===== src/rtl/u8rs_pkg.sv =====
// ----------------------------------------------------------------------------
// u8rs_pkg
// Shared types and constants for the reverse UTF-8 code point segmenter.
// ----------------------------------------------------------------------------
package u8rs_pkg;

  localparam int UNIT_W  = 8;
  localparam int COUNT_W = 3;
  localparam int SEEN_W  = 3;
  localparam int NTRAIL  = 3;

  localparam logic [SEEN_W-1:0] TRAIL_SAT = SEEN_W'(4);

  // replacement character U+FFFD
  localparam logic [UNIT_W-1:0] REPL_U0 = 8'hEF;
  localparam logic [UNIT_W-1:0] REPL_U1 = 8'hBF;
  localparam logic [UNIT_W-1:0] REPL_U2 = 8'hBD;
  localparam logic [COUNT_W-1:0] REPL_COUNT = COUNT_W'(3);

  // Results caused by one input byte: an optional replacement, then an
  // optional code point.
  typedef struct packed {
    logic                          has_repl;
    logic                          has_cp;
    logic [3:0][UNIT_W-1:0]        cp_units;  // [0] is the lead byte
    logic [COUNT_W-1:0]            cp_count;
    logic                          done;      // byte was at string start
  } res_entry_t;

endpackage


===== src/rtl/u8rs_decode.sv =====
// ----------------------------------------------------------------------------
// u8rs_decode
// Input register, trail byte tracking and lead byte classification.
// ----------------------------------------------------------------------------
module u8rs_decode (
  input  logic                          clk,
  input  logic                          rst_n,
  input  logic                          in_valid,
  output logic                          in_ready,
  input  logic [u8rs_pkg::UNIT_W-1:0]   in_code_unit,
  input  logic                          in_at_string_start,
  output logic                          push_valid,
  input  logic                          push_ready,
  output u8rs_pkg::res_entry_t          push_entry
);
  import u8rs_pkg::*;

  logic                stg_v_r;
  logic [UNIT_W-1:0]   stg_byte_r;
  logic                stg_start_r;

  logic [SEEN_W-1:0]   trail_seen_r, trail_seen_nxt;
  logic [UNIT_W-1:0]   trail_r [NTRAIL];

  logic                is_trail;
  logic                lead_bad;
  logic [1:0]          lead_len;
  logic [SEEN_W-1:0]   lead_len_w;
  logic                short_run;
  logic                excess_run;
  logic                has_result;
  logic                commit;
  res_entry_t          entry;

  always_comb begin
    is_trail = (stg_byte_r[7:6] == 2'b10);
    lead_bad = 1'b0;
    lead_len = 2'd0;
    priority if (stg_byte_r[7] == 1'b0) begin
      lead_len = 2'd0;
    end else if (stg_byte_r[7:5] == 3'b110) begin
      lead_len = 2'd1;
    end else if (stg_byte_r[7:4] == 4'b1110) begin
      lead_len = 2'd2;
    end else if (stg_byte_r[7:3] == 5'b11110) begin
      lead_len = 2'd3;
    end else begin
      lead_bad = 1'b1;
    end
    lead_len_w = SEEN_W'(lead_len);
    short_run  = trail_seen_r < lead_len_w;
    excess_run = trail_seen_r > lead_len_w;

    entry.done     = stg_start_r;
    entry.cp_count = COUNT_W'(lead_len) + COUNT_W'(1);
    entry.cp_units[0] = stg_byte_r;
    entry.cp_units[1] = (lead_len >= 2'd1) ? trail_r[0] : '0;
    entry.cp_units[2] = (lead_len >= 2'd2) ? trail_r[1] : '0;
    entry.cp_units[3] = (lead_len == 2'd3) ? trail_r[2] : '0;
    if (is_trail) begin
      entry.has_repl = stg_start_r;
      entry.has_cp   = 1'b0;
    end else begin
      entry.has_repl = lead_bad || short_run || excess_run;
      entry.has_cp   = !lead_bad && !short_run;
    end
  end

  assign has_result = entry.has_repl || entry.has_cp;
  assign commit     = stg_v_r && (push_ready || !has_result);
  assign push_valid = stg_v_r && has_result;
  assign push_entry = entry;
  assign in_ready   = !stg_v_r || commit;

  always_comb begin
    trail_seen_nxt = trail_seen_r;
    if (commit) begin
      if (stg_start_r || !is_trail) begin
        trail_seen_nxt = '0;
      end else if (trail_seen_r < TRAIL_SAT) begin
        trail_seen_nxt = trail_seen_r + SEEN_W'(1);
      end
    end
  end

  always_ff @(posedge clk) begin
    if (!rst_n) begin
      stg_v_r      <= 1'b0;
      trail_seen_r <= '0;
    end else begin
      trail_seen_r <= trail_seen_nxt;
      if (in_ready) begin
        stg_v_r <= in_valid;
      end
    end
  end

  always_ff @(posedge clk) begin
    if (in_valid && in_ready) begin
      stg_byte_r  <= in_code_unit;
      stg_start_r <= in_at_string_start;
    end
    // newest trail byte sits nearest the lead
    if (commit && is_trail) begin
      trail_r[2] <= trail_r[1];
      trail_r[1] <= trail_r[0];
      trail_r[0] <= stg_byte_r;
    end
  end

endmodule


===== src/rtl/u8rs_result_queue.sv =====
// ----------------------------------------------------------------------------
// u8rs_result_queue
// Two-entry queue of per-byte result pairs, unpacked onto the result port.
// ----------------------------------------------------------------------------
module u8rs_result_queue (
  input  logic                          clk,
  input  logic                          rst_n,
  input  logic                          push_valid,
  output logic                          push_ready,
  input  u8rs_pkg::res_entry_t          push_entry,
  output logic                          out_valid,
  input  logic                          out_ready,
  output logic [u8rs_pkg::UNIT_W-1:0]   out_unit0,
  output logic [u8rs_pkg::UNIT_W-1:0]   out_unit1,
  output logic [u8rs_pkg::UNIT_W-1:0]   out_unit2,
  output logic [u8rs_pkg::UNIT_W-1:0]   out_unit3,
  output logic [u8rs_pkg::COUNT_W-1:0]  out_unit_count,
  output logic                          out_replaced,
  output logic                          out_last_of_run,
  output logic                          out_string_done
);
  import u8rs_pkg::*;

  res_entry_t   q_r [2];
  logic         wr_ptr_r, rd_ptr_r;
  logic [1:0]   count_r, count_nxt;
  logic         sel_r, sel_nxt;       // 1: replacement already sent for head
  res_entry_t   head;
  logic         show_repl;
  logic         beat;
  logic         pop;
  logic         push;

  assign head      = q_r[rd_ptr_r];
  assign show_repl = head.has_repl && !sel_r;
  assign out_valid = (count_r != 2'd0);
  assign beat      = out_valid && out_ready;
  assign pop       = beat && !(show_repl && head.has_cp);
  assign push_ready = (count_r != 2'd2) || pop;
  assign push      = push_valid && push_ready;

  always_comb begin
    if (show_repl) begin
      out_unit0       = REPL_U0;
      out_unit1       = REPL_U1;
      out_unit2       = REPL_U2;
      out_unit3       = '0;
      out_unit_count  = REPL_COUNT;
      out_replaced    = 1'b1;
      out_last_of_run = !head.has_cp;
    end else begin
      out_unit0       = head.cp_units[0];
      out_unit1       = head.cp_units[1];
      out_unit2       = head.cp_units[2];
      out_unit3       = head.cp_units[3];
      out_unit_count  = head.cp_count;
      out_replaced    = 1'b0;
      out_last_of_run = 1'b1;
    end
    out_string_done = out_last_of_run && head.done;
  end

  always_comb begin
    count_nxt = count_r;
    unique case ({push, pop})
      2'b10:   count_nxt = count_r + 2'd1;
      2'b01:   count_nxt = count_r - 2'd1;
      default: count_nxt = count_r;
    endcase
    sel_nxt = sel_r;
    if (beat) begin
      sel_nxt = !pop;
    end
  end

  always_ff @(posedge clk) begin
    if (!rst_n) begin
      wr_ptr_r <= 1'b0;
      rd_ptr_r <= 1'b0;
      count_r  <= '0;
      sel_r    <= 1'b0;
    end else begin
      count_r <= count_nxt;
      sel_r   <= sel_nxt;
      if (push) begin
        wr_ptr_r <= !wr_ptr_r;
      end
      if (pop) begin
        rd_ptr_r <= !rd_ptr_r;
      end
    end
  end

  always_ff @(posedge clk) begin
    if (push) begin
      q_r[wr_ptr_r] <= push_entry;
    end
  end

endmodule


===== src/rtl/utf8_reverse_code_point_segmenter.sv =====
// ----------------------------------------------------------------------------
// utf8_reverse_code_point_segmenter
// Splits a UTF-8 string fed last byte first into code points, replacing
// malformed runs with U+FFFD.
//
//   channel | ports                                   | direction
//   in      | in_valid/in_ready, in_code_unit,        | sink
//           | in_at_string_start                      |
//   out     | out_valid/out_ready, out_unit0..3,      | source
//           | out_unit_count, out_replaced,           |
//           | out_last_of_run, out_string_done        |
//
// One byte accepted per cycle while the result queue has room. A byte waits in
// the input register, then its results enter a two-entry queue that drives the
// result port. A byte that causes a replacement and a code point holds the
// result port for two beats, the replacement first. Reset clears the trail
// count and queue. Output stalls back up through the queue into in_ready.
// ----------------------------------------------------------------------------
module utf8_reverse_code_point_segmenter (
  input  logic                          clk,
  input  logic                          rst_n,
  input  logic                          in_valid,
  output logic                          in_ready,
  input  logic [u8rs_pkg::UNIT_W-1:0]   in_code_unit,
  input  logic                          in_at_string_start,
  output logic                          out_valid,
  input  logic                          out_ready,
  output logic [u8rs_pkg::UNIT_W-1:0]   out_unit0,
  output logic [u8rs_pkg::UNIT_W-1:0]   out_unit1,
  output logic [u8rs_pkg::UNIT_W-1:0]   out_unit2,
  output logic [u8rs_pkg::UNIT_W-1:0]   out_unit3,
  output logic [u8rs_pkg::COUNT_W-1:0]  out_unit_count,
  output logic                          out_replaced,
  output logic                          out_last_of_run,
  output logic                          out_string_done
);
  import u8rs_pkg::*;

  logic       push_valid;
  logic       push_ready;
  res_entry_t push_entry;

  u8rs_decode u_decode (
    .clk                (clk),
    .rst_n              (rst_n),
    .in_valid           (in_valid),
    .in_ready           (in_ready),
    .in_code_unit       (in_code_unit),
    .in_at_string_start (in_at_string_start),
    .push_valid         (push_valid),
    .push_ready         (push_ready),
    .push_entry         (push_entry)
  );

  u8rs_result_queue u_queue (
    .clk             (clk),
    .rst_n           (rst_n),
    .push_valid      (push_valid),
    .push_ready      (push_ready),
    .push_entry      (push_entry),
    .out_valid       (out_valid),
    .out_ready       (out_ready),
    .out_unit0       (out_unit0),
    .out_unit1       (out_unit1),
    .out_unit2       (out_unit2),
    .out_unit3       (out_unit3),
    .out_unit_count  (out_unit_count),
    .out_replaced    (out_replaced),
    .out_last_of_run (out_last_of_run),
    .out_string_done (out_string_done)
  );

endmodule


===== config.mk =====
export PLATFORM = sky130hd
export DESIGN_NAME = utf8_reverse_code_point_segmenter
export DESIGN_NICKNAME = d
export VERILOG_FILES = /design/src/rtl/u8rs_pkg.sv /design/src/rtl/u8rs_decode.sv /design/src/rtl/u8rs_result_queue.sv /design/src/rtl/utf8_reverse_code_point_segmenter.sv
export SDC_FILE = /design/constraint.sdc
export NUM_CORES = 1
export LEC_CHECK = 0
export ABC_AREA = 1
export BUFFER_PORTS_ARGS = -buffer_cell sky130_fd_sc_hd__buf_2
export CORE_UTILIZATION = 52
export CTS_CLUSTER_DIAMETER = 80
export DETAILED_ROUTE_END_ITERATION = 12
export HOLD_SLACK_MARGIN = 0.02
export MAX_ROUTING_LAYER = met4
export PLACE_DENSITY = 0.75
export SLEW_MARGIN = 15
export SYNTH_ARGS = -nofsm -noshare
export SYNTH_HDL_FRONTEND = slang
export SYNTH_SLANG_ARGS = --single-unit

===== constraint.sdc =====
create_clock -name clk -period 2.8 [get_ports clk]
set_input_delay 0.14 -clock clk [delete_from_list [all_inputs] [get_ports clk]]
set_output_delay 0.14 -clock clk [all_outputs]
set_load 0.01 [all_outputs]

==> impl_summary.md, run 1 <==
Logic synthesis
The library cell with the largest summed area after synthesis is sky130_fd_sc_hd__edfxtp_1. The number of flops mapped to enable cells by yosys is 109. The share of synthesized area in the top cell type comes to 0.681. Yosys printed 0 warnings. The most instantiated library cell after synthesis is sky130_fd_sc_hd__nand2_1. The main flop type after synthesis is sky130_fd_sc_hd__edfxtp_1.

The unique cell type count in the Yosys netlist is 25. Counting flops and latches in the post-synthesis netlist gives 119. Synthesis handed over a netlist of 407 instances. The synthesized net count is 427.

The share of the Yosys chip area taken by registers is 0.723. Sorting the synthesized cells by area gives the leading types as sky130_fd_sc_hd__edfxtp_1, sky130_fd_sc_hd__nand2_1, sky130_fd_sc_hd__inv_1. After synthesis, the most frequently instantiated cells are sky130_fd_sc_hd__nand2_1, sky130_fd_sc_hd__edfxtp_1, sky130_fd_sc_hd__inv_1.

The synthesized area per cell is 11.8 µm². After synthesis, the share of flip-flops with an asynchronous set or reset is 0. The cell area after synthesis is 4800 µm².

Worst setup path
Together, buffers and inverters on the worst path number 1. The arrival time of the worst setup path is 2.25 ns. The signal on the critical path passes through nor2_1, nor2_4, nand2_2, nand3_1, buf_2. The delay of the slowest cell on the worst path is 0.54 ns. The cell type of the slowest stage on the worst timing path is sky130_fd_sc_hd__nand2_2. STA classifies the critical path endpoint as an output port. At the worst endpoint, the required time is 2.66 ns. Broken down by cell family, the worst path's largest delay share belongs to simple AND/OR/NAND/NOR gates. The kind of critical path is register to output port. Along the worst path, the maximum fanout reaches 36. STA classifies the critical path startpoint as a register.

Drt
The detailed-router iteration count before antenna repair is 8. Dividing the detail-routed wire length by the instance count gives 14.6 µm. For this block, the initial DRC count from the detailed router was 212. The number of vias in the routed layout is 3035.

After detailed routing, the met3 layer carries 468 µm of wire. After detailed routing, the wire length on met1 is 3.68 mm. The mean number of vias per cell is 5.02. The highest metal layer used by the detailed router is met4. Wires add up to 8.81 mm. The remaining antenna violation count after routing is 0.

The amount of wire on met2 after detailed routing is 4.47 mm. For this run, design rule violations remaining after detail routing come to 1.

Timing
The worst clock skew is 0.00645 ns. The minimum period implied by the final worst setup slack is 2.39 ns. The final number of max-transition violations was 0. Setup repair after global routing left no endpoint under its margin. Setup violations remaining at the end of the flow were counted as 0. The final number of hold-violating endpoints came to 0. After layout, the worst setup slack is 0.406 ns. The share of the cycle needed by the critical path after routing is 0.855. At the pin with the least slew margin, the transition time is 0.719 ns.

Adding up every negative setup slack in the final design gives 0 ns. Measured against its own limit, the worst slew margin works out to 0.519. Static timing analysis puts the maximum clock frequency at 418 MHz.

Placement
Routability-driven placement finished with a final weighted congestion of 0.789. Summing all placed instances gives a cell area of 5210 µm². Prior to clock tree synthesis, the placed netlist has a worst setup slack of 0.657 ns. The count of buffers added on input and output ports is 52.

After legalization and detailed placement, the total HPWL measured 5.10 mm. After detailed placement, the design holds a cell count of 560.

Global route
The overall overflow remaining after global route is 0. The initial antenna violation count came to 0. The number of global-route vias before repair is 3055.

Across every metal layer, demand over resource in global routing totals 0.211. The maximum number of pins on one net before global-route repair is 39. The first global-routing pass estimated 14.5 mm of wire.

Clock network
The deepest clock path buffer count is 2. At the later pin of the worst-skew pair, clock insertion delay measures 0.51 ns. The level count of the clock H-tree is 4. The clock-pin slew on the worst setup and hold paths is 0.06 ns.

The total of cells resized after clock tree synthesis is 0. The cell sitting at the root of the clock tree is a sky130_fd_sc_hd__clkbuf_8. The TritonCTS sink count is 119. The number of CTS-inserted buffers is 17. TritonCTS built the clock tree.

Pwr
The clock share of power is 0.436. The share of total power dissipated in combinational logic is 0.122. Of the total power, the share spent switching nets is 0.253. The largest vdd supply drop is 0.000505 V. For this design the static power due to leakage is 0.00252 µW. The total net switching power is 1190 µW. Overall power consumption after layout is estimated at 4680 µW. Cell internal power was estimated by the tool at 3500 µW. Of the total power, registers draw 0.442.

Dividing total power by cell area gives a power density of 794 nW/µm².

Floorplan
The horizontal extent of the die is 98.1 µm. The count of standard-cell rows is 34. From bottom edge to top edge, the die measures 98.1 µm. The die covers 9630 µm².

The top-level I/O count is 53. The total core area is 8850 µm². The effective utilization at floorplan is 0.543.

Finish
The antenna cell count is 0. Relative to the synthesized area, the layout overhead comes to 22.8%. The number of nets in the final layout is 503.

The finished layout holds 604 standard cells, fillers aside. In the final layout, the share of cells above drive strength 1 is 0.218. Summing all non-filler instances in the final layout gives an area of 5900 µm².

Outcome
The run finished, with violations left. The checks that failed: design-rule violations.

Worst hold path
The type of the worst min-delay path is input pin to register.

Job
The reported max-cap violation count is 0.
kinds of logic after synthesis:
kind of cell / Yosys count / synth area share
AOI/OAI and AO/OA: 18 / 0.0201
buffers and inverters: 73 / 0.0594
DFF: 119 / 0.723
and+or+nand+nor: 189 / 0.177
adders and majority gates: 7 / 0.0182
muxes: 1 / 0.00208
metal layers:
| layer | GRT usage | vias to the layer above |
|---|---|---|
| li1 | - | 1495 |
| met1 | 0.239 | 1424 |
| met2 | 0.346 | 102 |
| met3 | 0.0680 | 14 |
| met4 | 0.0874 | 0 |
| met5 | - | - |
placed cells by master, fill, tap and decap left out, drive strengths merged:
| cell type | instances |
|---|---|
| clkinv | 6 |
| inv | 63 |
| nand2 | 127 |
| clkbuf | 18 |
| o21a | 1 |
| a21oi | 9 |
| edfxtp | 109 |
| mux2i | 1 |
| nand4 | 4 |
| dfxtp | 10 |
| buf | 57 |
| a41oi | 1 |
| clkinvlp | 4 |
| nor3 | 1 |
| nand3 | 28 |
| nor2 | 29 |
| bufinv | 2 |
| dlygate4sd3 | 12 |
| ha | 7 |
| o21ai | 7 |
per-stage QoR:
stage               hold slack [ns]  utilization
floorplan                     0.239            -
global placement              0.317        0.589
detailed placement            0.319        0.589
CTS                          0.0941        0.667
global route                  0.107        0.667
finish                        0.124        0.667
path summary, 6_finish.rpt:
check        slack [ns]  cells after the start                   start                      to
max reg2reg        0.62                      9  u_decode.stg_byte_r[4]      u_queue.q_r[1][37]
max                0.41                      5                register       out_unit_count[0]
min                0.12                      4               out_ready           u_queue.sel_r
min reg2reg        0.44                      0  u_decode.trail_r[0][1]  u_decode.trail_r[0][9]
timing repair:
item / CTS / global route
buffers inserted: 0 / 0
endpoints found under the hold margin: 19 / 0
hold buffers: 12 / 0
state kept, by name, indices dropped and copies added, names as in the netlist, named ones only:
| signal | count |
|---|---|
| u_decode.stg_start_r | 1 |
| u_decode.stg_v_r | 1 |
| u_decode.stg_byte_r | 8 |
| u_queue.rd_ptr_r | 1 |
| u_queue.q_r | 76 |
| u_queue.count_r | 2 |
| u_queue.wr_ptr_r | 1 |
| u_decode.trail_r | 24 |
| u_queue.sel_r | 1 |
| u_decode.trail_seen_r | 3 |
power by group through the flow:
| stage | clock (µW) | combinational (µW) | sequential [µW] |
|---|---|---|---|
| finish | 2040 | 570 | 2070 |
| detailed placement | 0 | 557 | 2110 |
| CTS | 2070 | 577 | 2070 |
| floorplan | 0 | 364 | 2090 |
| global placement | 0 | 547 | 2100 |
| global route | 2150 | 640 | 2080 |
area by class of cell:
| cell class | count | area [µm²] |
|---|---|---|
| sequential | 119 | 3470 |
| fill | 653 | 2950 |
| multi-input combinational | 215 | 1060 |
| timing repair buffer | 69 | 430 |
| clock buffer | 18 | 418 |
| inverter | 61 | 229 |
| clock inverter | 14 | 153 |
| tap | 108 | 135 |
worst reg2reg max path, stage by stage (launching register included):
cell and delay [ns]:
sky130_fd_sc_hd__edfxtp_1 0.46, sky130_fd_sc_hd__inv_1 0.08, sky130_fd_sc_hd__nor2_1 0.04, sky130_fd_sc_hd__o21ai_0 0.42
sky130_fd_sc_hd__inv_1 0.16, sky130_fd_sc_hd__ha_1 0.23, sky130_fd_sc_hd__o21ai_0 0.19, sky130_fd_sc_hd__nand3_1 0.10
sky130_fd_sc_hd__inv_1 0.10, sky130_fd_sc_hd__a41oi_1 0.13
(Power assumes the default switching activity.)
==> inputs of run 2 (changes only) <==
--- a/config.mk
+++ b/config.mk
@@ -8,11 +8,13 @@
 export ABC_AREA = 1
 export BUFFER_PORTS_ARGS = -buffer_cell sky130_fd_sc_hd__buf_2
 export CORE_UTILIZATION = 52
+export CTS_BUF_LIST = sky130_fd_sc_hd__clkbuf_8 sky130_fd_sc_hd__clkbuf_16
 export CTS_CLUSTER_DIAMETER = 80
 export DETAILED_ROUTE_END_ITERATION = 12
+export GPL_ROUTABILITY_DRIVEN = 0
 export HOLD_SLACK_MARGIN = 0.02
 export MAX_ROUTING_LAYER = met4
-export PLACE_DENSITY = 0.75
+export PLACE_DENSITY = 0.84
 export SLEW_MARGIN = 15
 export SYNTH_ARGS = -nofsm -noshare
 export SYNTH_HDL_FRONTEND = slang
==> run 2 against run 1 <==
The flow still finishes with violations (design-rule violations). Sequential cell count is the same. Sequential share of layout area down 0.50 points. Global-route usage down 0.19 points. Non-clock buffer count up 2. Cell area up 0.85%. Wire length is 0.61% higher. Clock power up 9%. Critical path type unchanged. Largest cell class unchanged. Largest power group is now clock.
==> impl_summary.md, run 2 (synthesized netlist as in run 1, its figures left out) <==
Outcome
The flow ran to the end, but the final reports show violations. The final reports fail on design-rule violations.

Floorplan
The effective utilization at floorplan is 0.543. The floorplan step defined a die boundary enclosing 9630 µm². The core region is 8850 µm². The count of standard-cell rows is 34. 53 I/O pins were placed. The die is 98.1 µm tall. From left edge to right edge, the die measures 98.1 µm.

Clock network
The deepest clock path buffer count is 2. The tree is rooted in a sky130_fd_sc_hd__clkbuf_8. The number of CTS-inserted buffers is 17. The clock-pin slew on the worst setup and hold paths is 0.06 ns. CTS saw 119 sinks. CTS built an H-tree with a depth of 4.

The clock latency at the later pin of the worst-skew pair is 0.51 ns. The CTS tree is yes.

Worst hold path
For hold timing, the worst endpoint is u_queue.sel_r. The worst hold path stage count is 4. The worst hold path begins at out_ready. The worst hold path belongs to the class input pin to register.

Finish
The number of nets in the final layout is 505. In the final layout, the registers with the most flip-flops are u_queue.q_r: 76 flops, u_decode.trail_r: 24 flops, u_decode.stg_byte_r: 8 flops. The top cell types in the final layout, fill and taps aside, are sky130_fd_sc_hd__nand2_1, sky130_fd_sc_hd__edfxtp_1, sky130_fd_sc_hd__inv_1. The library cell used most frequently in the layout, excluding fill and tap cells, is sky130_fd_sc_hd__nand2_1. Of the cells placed in the final design, the portion with a size suffix greater than 1 is 0.221.

The number of flip-flops in the largest register is 76. Counting the fill cells in the layout gives 621. Ranked by flip-flop count, first place goes to u_queue.q_r. The repair_antennas step left the layout with diodes totalling 0. The layout overhead on the synthesized area is 23.8%.

Placement
The number of buffer cells added on primary ports is 52. The half-perimeter wire length of the detailed placement result is 5.47 mm.

Pwr
The total power density per cell area is 817 nW/µm². In this run the static leakage power is 0.00255 µW. VDD sags by at most 0.000567 V.

Drt
The remaining routing DRC violations is 1. The detailed router finished its first iteration with 244 violations. The routed layout has 3071 vias. Wires add up to 8.87 mm. The remaining antenna violation count after routing is 0. In the final routed layout, each cell accounts on average for 14.6 µm. For this run, the detailed router's first-pass iteration total came to 10. The mean number of vias per cell is 5.07.

Global route
The initial antenna violation count is 0. The overall overflow remaining after global route is 0. The routing usage on met3 is 0.0594. The number of global-route vias before repair was 2978. The global-route wire length before repair is 14.2 mm. The met1 usage in global routing is 0.235.

The global-route track usage on met2 is 0.333. The global routing stage identified its most utilized layer as met2. The all-layer global routing usage is 0.209.

The maximum number of pins on one net before global-route repair is 39.

Timing
The headroom to the max-slew limit is 0.552. At the pin with the least slew margin, the transition time is 0.670 ns. The final number of max-transition violations came to 0. The worst clock skew is 0.00662 ns. The share of the cycle needed by the critical path after routing is 0.859. The worst slack on hold paths is 0.142 ns. The final number of hold-violating endpoints came to 0. The minimum period implied by the final worst setup slack is 2.41 ns. The final-layout setup total negative slack is 0 ns. Setup repair after global routing left no endpoint under its margin. The final setup violation count is 0.

The highest achievable clock rate is 416 MHz.

Worst setup path
Across all register-to-register paths, the minimum setup slack is 0.61 ns. The highest fanout seen on the critical path is 36. The category of the worst setup path capture point is an output port.

The startpoint of the worst register-to-register path is u_decode.stg_byte_r[4]. By startpoint and endpoint, the worst setup path is classified as register to output port. The worst flop-to-flop path endpoint is u_queue.q_r[1][37]. Data arrives at the worst endpoint at 2.27 ns. Counting cells, the worst reg-to-reg path comes to 9.

At the worst endpoint, the required time is 2.66 ns. The nature of the critical path startpoint is a register.

Job
The tool flagged a number of max-cap violations equal to 0.
[run 2: cell count changes in the layout (fill, tap and decap cells not counted), sizes merged]
cell | before | now
inv | 63 | 62
buf | 57 | 59
clkbuf | 18 | 17
bufinv | 2 | 4
clkinv | 6 | 7
clkinvlp | 4 | 3
[run 2: layout make-up]
cell class              count  area, µm²  share of cell area
multi-input cells         215       1060               0.178
repair buffers             71        433              0.0728
inverters                  61        229              0.0385
clock buffers              17        414              0.0696
well taps                 108        135              0.0227
clock inverters            15        204              0.0343
flip-flops and latches    119       3470               0.584
[run 2: critical path: stages, from the launching register on]
cell and delay [ns]:
sky130_fd_sc_hd__dfxtp_1 0.35, sky130_fd_sc_hd__buf_4 0.24, sky130_fd_sc_hd__nand2_4 0.09, sky130_fd_sc_hd__nand2_2 0.51
sky130_fd_sc_hd__inv_1 0.17, sky130_fd_sc_hd__a21oi_1 0.22, sky130_fd_sc_hd__buf_2 0.17
[run 2: metal layers]
metal	vias up	wire (µm)
met5	-	0
met4	0	239
met3	20	614
met2	129	4530
met1	1425	3480
li1	1497	-
[run 2: timing repair]
action | in CTS | in global routing
setup buffers | 0 | 0
gates resized for setup | 0 | 0
hold buffers | 12 | 0
endpoints found under the hold margin | 19 | 0
[run 2: power breakdown]
group	switching, µW	leakage, µW	total, µW	internal, µW
Combinational	372	0.00119	572	199
Sequential	40.7	0.00107	2070	2030
Clock	771	0.000292	2220	1450
[run 2: how the worst max path moves through the flow]
| stage | to | slack (ns) | cells after the start |
|---|---|---|---|
| 2_1_floorplan | u_queue.q_r[1][0] | 0.39 | 7 |
| 3_3_place_gp | u_queue.q_r[0][37] | 0.78 | 9 |
| 3_5_place_dp | u_queue.q_r[0][37] | 0.66 | 9 |
| 4_1_cts | out_string_done | 0.34 | 6 |
| 5_1_grt | out_string_done | 0.25 | 6 |
| 6_report | out_string_done | 0.39 | 6 |
[run 2: metrics by stage]
stage / utilization / std cells / total power, µW / instance area, µm² / setup slack (ns)
6_report: 0.672 / 606 / 4860 / 5950 / 0.394
3_3_place_gp: 0.589 / 562 / 2650 / 5210 / 0.776
5_1_grt: 0.672 / 606 / 5030 / 5950 / 0.247
4_1_cts: 0.672 / 606 / 4890 / 5950 / 0.336
3_5_place_dp: 0.589 / 562 / 2670 / 5210 / 0.658
2_1_floorplan: - / 407 / 2460 / 4810 / 0.392
==> inputs of run 3 (changes only) <==
--- a/config.mk
+++ b/config.mk
@@ -7,15 +7,16 @@
 export LEC_CHECK = 0
 export ABC_AREA = 1
 export BUFFER_PORTS_ARGS = -buffer_cell sky130_fd_sc_hd__buf_2
-export CORE_UTILIZATION = 52
+export CORE_UTILIZATION = 30
 export CTS_BUF_LIST = sky130_fd_sc_hd__clkbuf_8 sky130_fd_sc_hd__clkbuf_16
 export CTS_CLUSTER_DIAMETER = 80
 export DETAILED_ROUTE_END_ITERATION = 12
 export GPL_ROUTABILITY_DRIVEN = 0
 export HOLD_SLACK_MARGIN = 0.02
 export MAX_ROUTING_LAYER = met4
-export PLACE_DENSITY = 0.84
+export PLACE_DENSITY = 0.57
 export SLEW_MARGIN = 15
 export SYNTH_ARGS = -nofsm -noshare
 export SYNTH_HDL_FRONTEND = slang
 export SYNTH_SLANG_ARGS = --single-unit
+export TNS_END_PERCENT = 1
==> run 3 against run 2 <==
The run now ends clean. Via count down 4.0%. Sequential power is essentially flat. Die area up 72%. Clock-buffer cell count stayed put. Global-route usage fell by 8.5 points. Critical path depth decreased by 1. Hold slack worse by 0.11 ns. Worst setup slack gained 0.17 ns. Highest routed layer unchanged.
==> impl_summary.md, run 3 (synthesized netlist as in run 1, its figures left out) <==
Worst setup path
The category of the worst setup path capture point is an output port. The signal on the critical path passes through nor2_1, nor2_4, nand2_2, nand3_1, buf_2. STA classifies the critical path startpoint as a register. The delay of the slowest cell on the worst path is 0.54 ns.

The setup path with the least slack is of type register to output port. Data on the critical path arrives at its endpoint at 2.10 ns. The cell type of the slowest stage on the worst timing path is sky130_fd_sc_hd__nand2_2. Counting both buffers and inverters, the worst setup path holds a total of 1. In this run the critical register-to-register path is launched from u_decode.stg_byte_r[4]. The highest fanout seen on the critical path is 36. The endpoint required time on the critical path is 2.66 ns. In this design, the largest share of critical-path delay is due to simple AND/OR/NAND/NOR gates.

Timing
Setup violations remaining at the end of the flow were counted as 0. In the finished design, the share of the clock period the worst path needs comes to 0.799. Counting I/O delays and the setup requirement, the final critical path takes 2.24 ns. The final number of hold-violating endpoints is 0. Setup repair after global routing left no endpoint under its margin. The final-layout setup total negative slack is 0 ns.

At the pin with the least slew margin, the transition time is 0.725 ns. In the post-route analysis, the smallest setup slack over all paths is 0.562 ns. Across the routed clock network, the largest skew measured is 0.00755 ns. The final number of max-transition violations came to 0.

The headroom to the max-slew limit is 0.515. Static timing analysis puts the maximum clock frequency at 447 MHz.

Floorplan
After floorplanning, the core was divided into 45 placement rows. The total core area is 15400 µm². For this configuration, the core starts out at a cell density of 0.311. The die is 129 µm wide. The top-level I/O count is 53. The die covers 16500 µm². The floorplan step set the die height to 129 µm.

Finish
Ranked by flip-flop count, first place goes to u_queue.q_r. The antenna cell count is 0. The layout overhead on the synthesized area is 24.2%.

The library cells used most frequently in the layout, excluding fill and tap cells, are sky130_fd_sc_hd__nand2_1, sky130_fd_sc_hd__edfxtp_1, sky130_fd_sc_hd__inv_1. The leading cell type in the layout, fill and taps excluded is sky130_fd_sc_hd__nand2_1. The filler-free cell count of the finished design is 707. The net count of the finished layout is 503.

The register with the most flip-flops in the layout has 76 of them. The largest registers in the layout are u_queue.q_r: 76 flops, u_decode.trail_r: 24 flops, u_decode.stg_byte_r: 8 flops. The proportion of layout cells with a drive suffix above 1 is 0.216. The final non-filler cell area is 5970 µm².

Clock network
Clock latency on the worst-skew pair, taken at its later pin, is 0.40 ns. The clock passes through at most 2 buffers. The level count of the clock H-tree is 4.

The CTS tree is yes. The number of gates resized after CTS was 0. The clock-pin slew on the worst setup and hold paths is 0.05 ns. The tree built by TritonCTS fans out to 119 sinks. The number of CTS-inserted buffers is 17.

Clock tree synthesis selected as its root buffer the cell sky130_fd_sc_hd__clkbuf_16.

Drt
Detailed routing inserted a total of 2948 vias. The remaining routing DRC violations is 0. The first-iteration detailed-routing DRC count is 167.

The count of nets left with antenna violations once routing finished came out at 0. The pre-antenna-repair detailed-routing pass consisted of 7 iterations. The mean number of vias per cell is 4.17.

After detailed routing, the average wire length per cell comes to 12.8 µm. The sum of routed wire length over all layers is 9.04 mm.

Global route
The global-route wire length before repair is 14.8 mm. Entering global routing, the biggest net connects 39 pins. The number of global-route vias before repair is 3050. The all-layer global routing usage is 0.124. The overall overflow remaining after global route is 0. The initial antenna violation count is 0.

Worst hold path
In this run the worst hold path is classified as input pin to register. The beginning of the worst hold path is rst_n.

Placement
Once placement finished, the instance area stood at 5350 µm². The count of buffers added on input and output ports is 52. The number of placed instances, taps included, is 665. The half-perimeter wire length of the detailed placement result is 5.83 mm. The post-place setup slack is 0.620 ns.

Outcome
The run finished with clean final reports.

Job
Across the run, the number of max-cap violations was 0.

Pwr
The analysis attributes to cell leakage a power of 0.00250 µW. The largest vdd supply drop is 0.000320 V. The total power density per cell area is 754 nW/µm².
run 3: cell types whose count changed in the layout (fill, tap and decap cells not counted):
cell,previous run,this run
sky130_fd_sc_hd__buf_12,0,1
sky130_fd_sc_hd__clkbuf_16,16,17
sky130_fd_sc_hd__inv_6,1,2
sky130_fd_sc_hd__inv_1,58,59
sky130_fd_sc_hd__clkinv_2,1,5
sky130_fd_sc_hd__clkinv_1,1,3
sky130_fd_sc_hd__buf_4,7,6
sky130_fd_sc_hd__bufinv_16,4,0
sky130_fd_sc_hd__clkbuf_8,1,0
sky130_fd_sc_hd__clkinv_4,5,1
sky130_fd_sc_hd__dlygate4sd3_1,12,10
run 3: area by class of cell:
class,count,area (µm²)
Inverter,61,229
Clock buffer,17,425
Sequential cell,119,3470
Multi-Input combinational cell,215,1060
Timing Repair Buffer,69,425
Fill cell,1550,9460
Tap cell,211,264
Clock inverter,15,88.8
run 3: path summary, 6_finish.rpt:
| kind | endpoint | slack [ns] | cells past startpoint |
|---|---|---|---|
| setup / recovery | out_unit0[7] | 0.56 | 5 |
| hold / removal | u_decode.trail_seen_r[0] | 0.04 | 3 |
| setup reg to reg | u_queue.q_r[0][37] | 0.63 | 9 |
| hold reg to reg | u_decode.trail_r[0][21] | 0.45 | 0 |
run 3: through the flow:
step | util | total power [µW] | hold slack [ns]
floorplan | - | 2460 | 0.239
global placement | 0.347 | 2680 | 0.321
detailed placement | 0.347 | 2690 | 0.318
CTS | 0.387 | 4570 | 0.0243
global route | 0.387 | 4710 | 0.0329
finish | 0.387 | 4500 | 0.0372
run 3: timing repair:
item / in CTS / in global routing
setup buffers: 0 / 0
endpoints found under the setup margin: 0 / 0
hold buffers: 10 / 0
endpoints found under the hold margin: 10 / 0
run 3: worst reg2reg max path: stages (launching register included):
cell and delay, ns:
sky130_fd_sc_hd__edfxtp_1 0.47, sky130_fd_sc_hd__inv_1 0.09, sky130_fd_sc_hd__nor2_1 0.03, sky130_fd_sc_hd__o21ai_0 0.46, sky130_fd_sc_hd__inv_1 0.14, sky130_fd_sc_hd__ha_1 0.22, sky130_fd_sc_hd__o21ai_0 0.15, sky130_fd_sc_hd__nand3_1 0.09
sky130_fd_sc_hd__inv_1 0.09, sky130_fd_sc_hd__a41oi_1 0.13
run 3: power breakdown:
| part | leakage [µW] | internal (µW) | switching (µW) |
|---|---|---|---|
| registers | 0.00107 | 2030 | 41.7 |
| logic | 0.00118 | 200 | 372 |
| clock network | 0.000253 | 1110 | 742 |
run 3: metal layers:
| layer | track usage | up-vias | wire (µm) | share of wire |
|---|---|---|---|---|
| met5 | - | - | 0 | 0 |
| met4 | 0.0498 | 0 | 109 | 0.012 |
| met3 | 0.0437 | 10 | 304 | 0.034 |
| met2 | 0.204 | 55 | 4440 | 0.49 |
| met1 | 0.138 | 1389 | 4180 | 0.46 |
| li1 | - | 1494 | - | - |
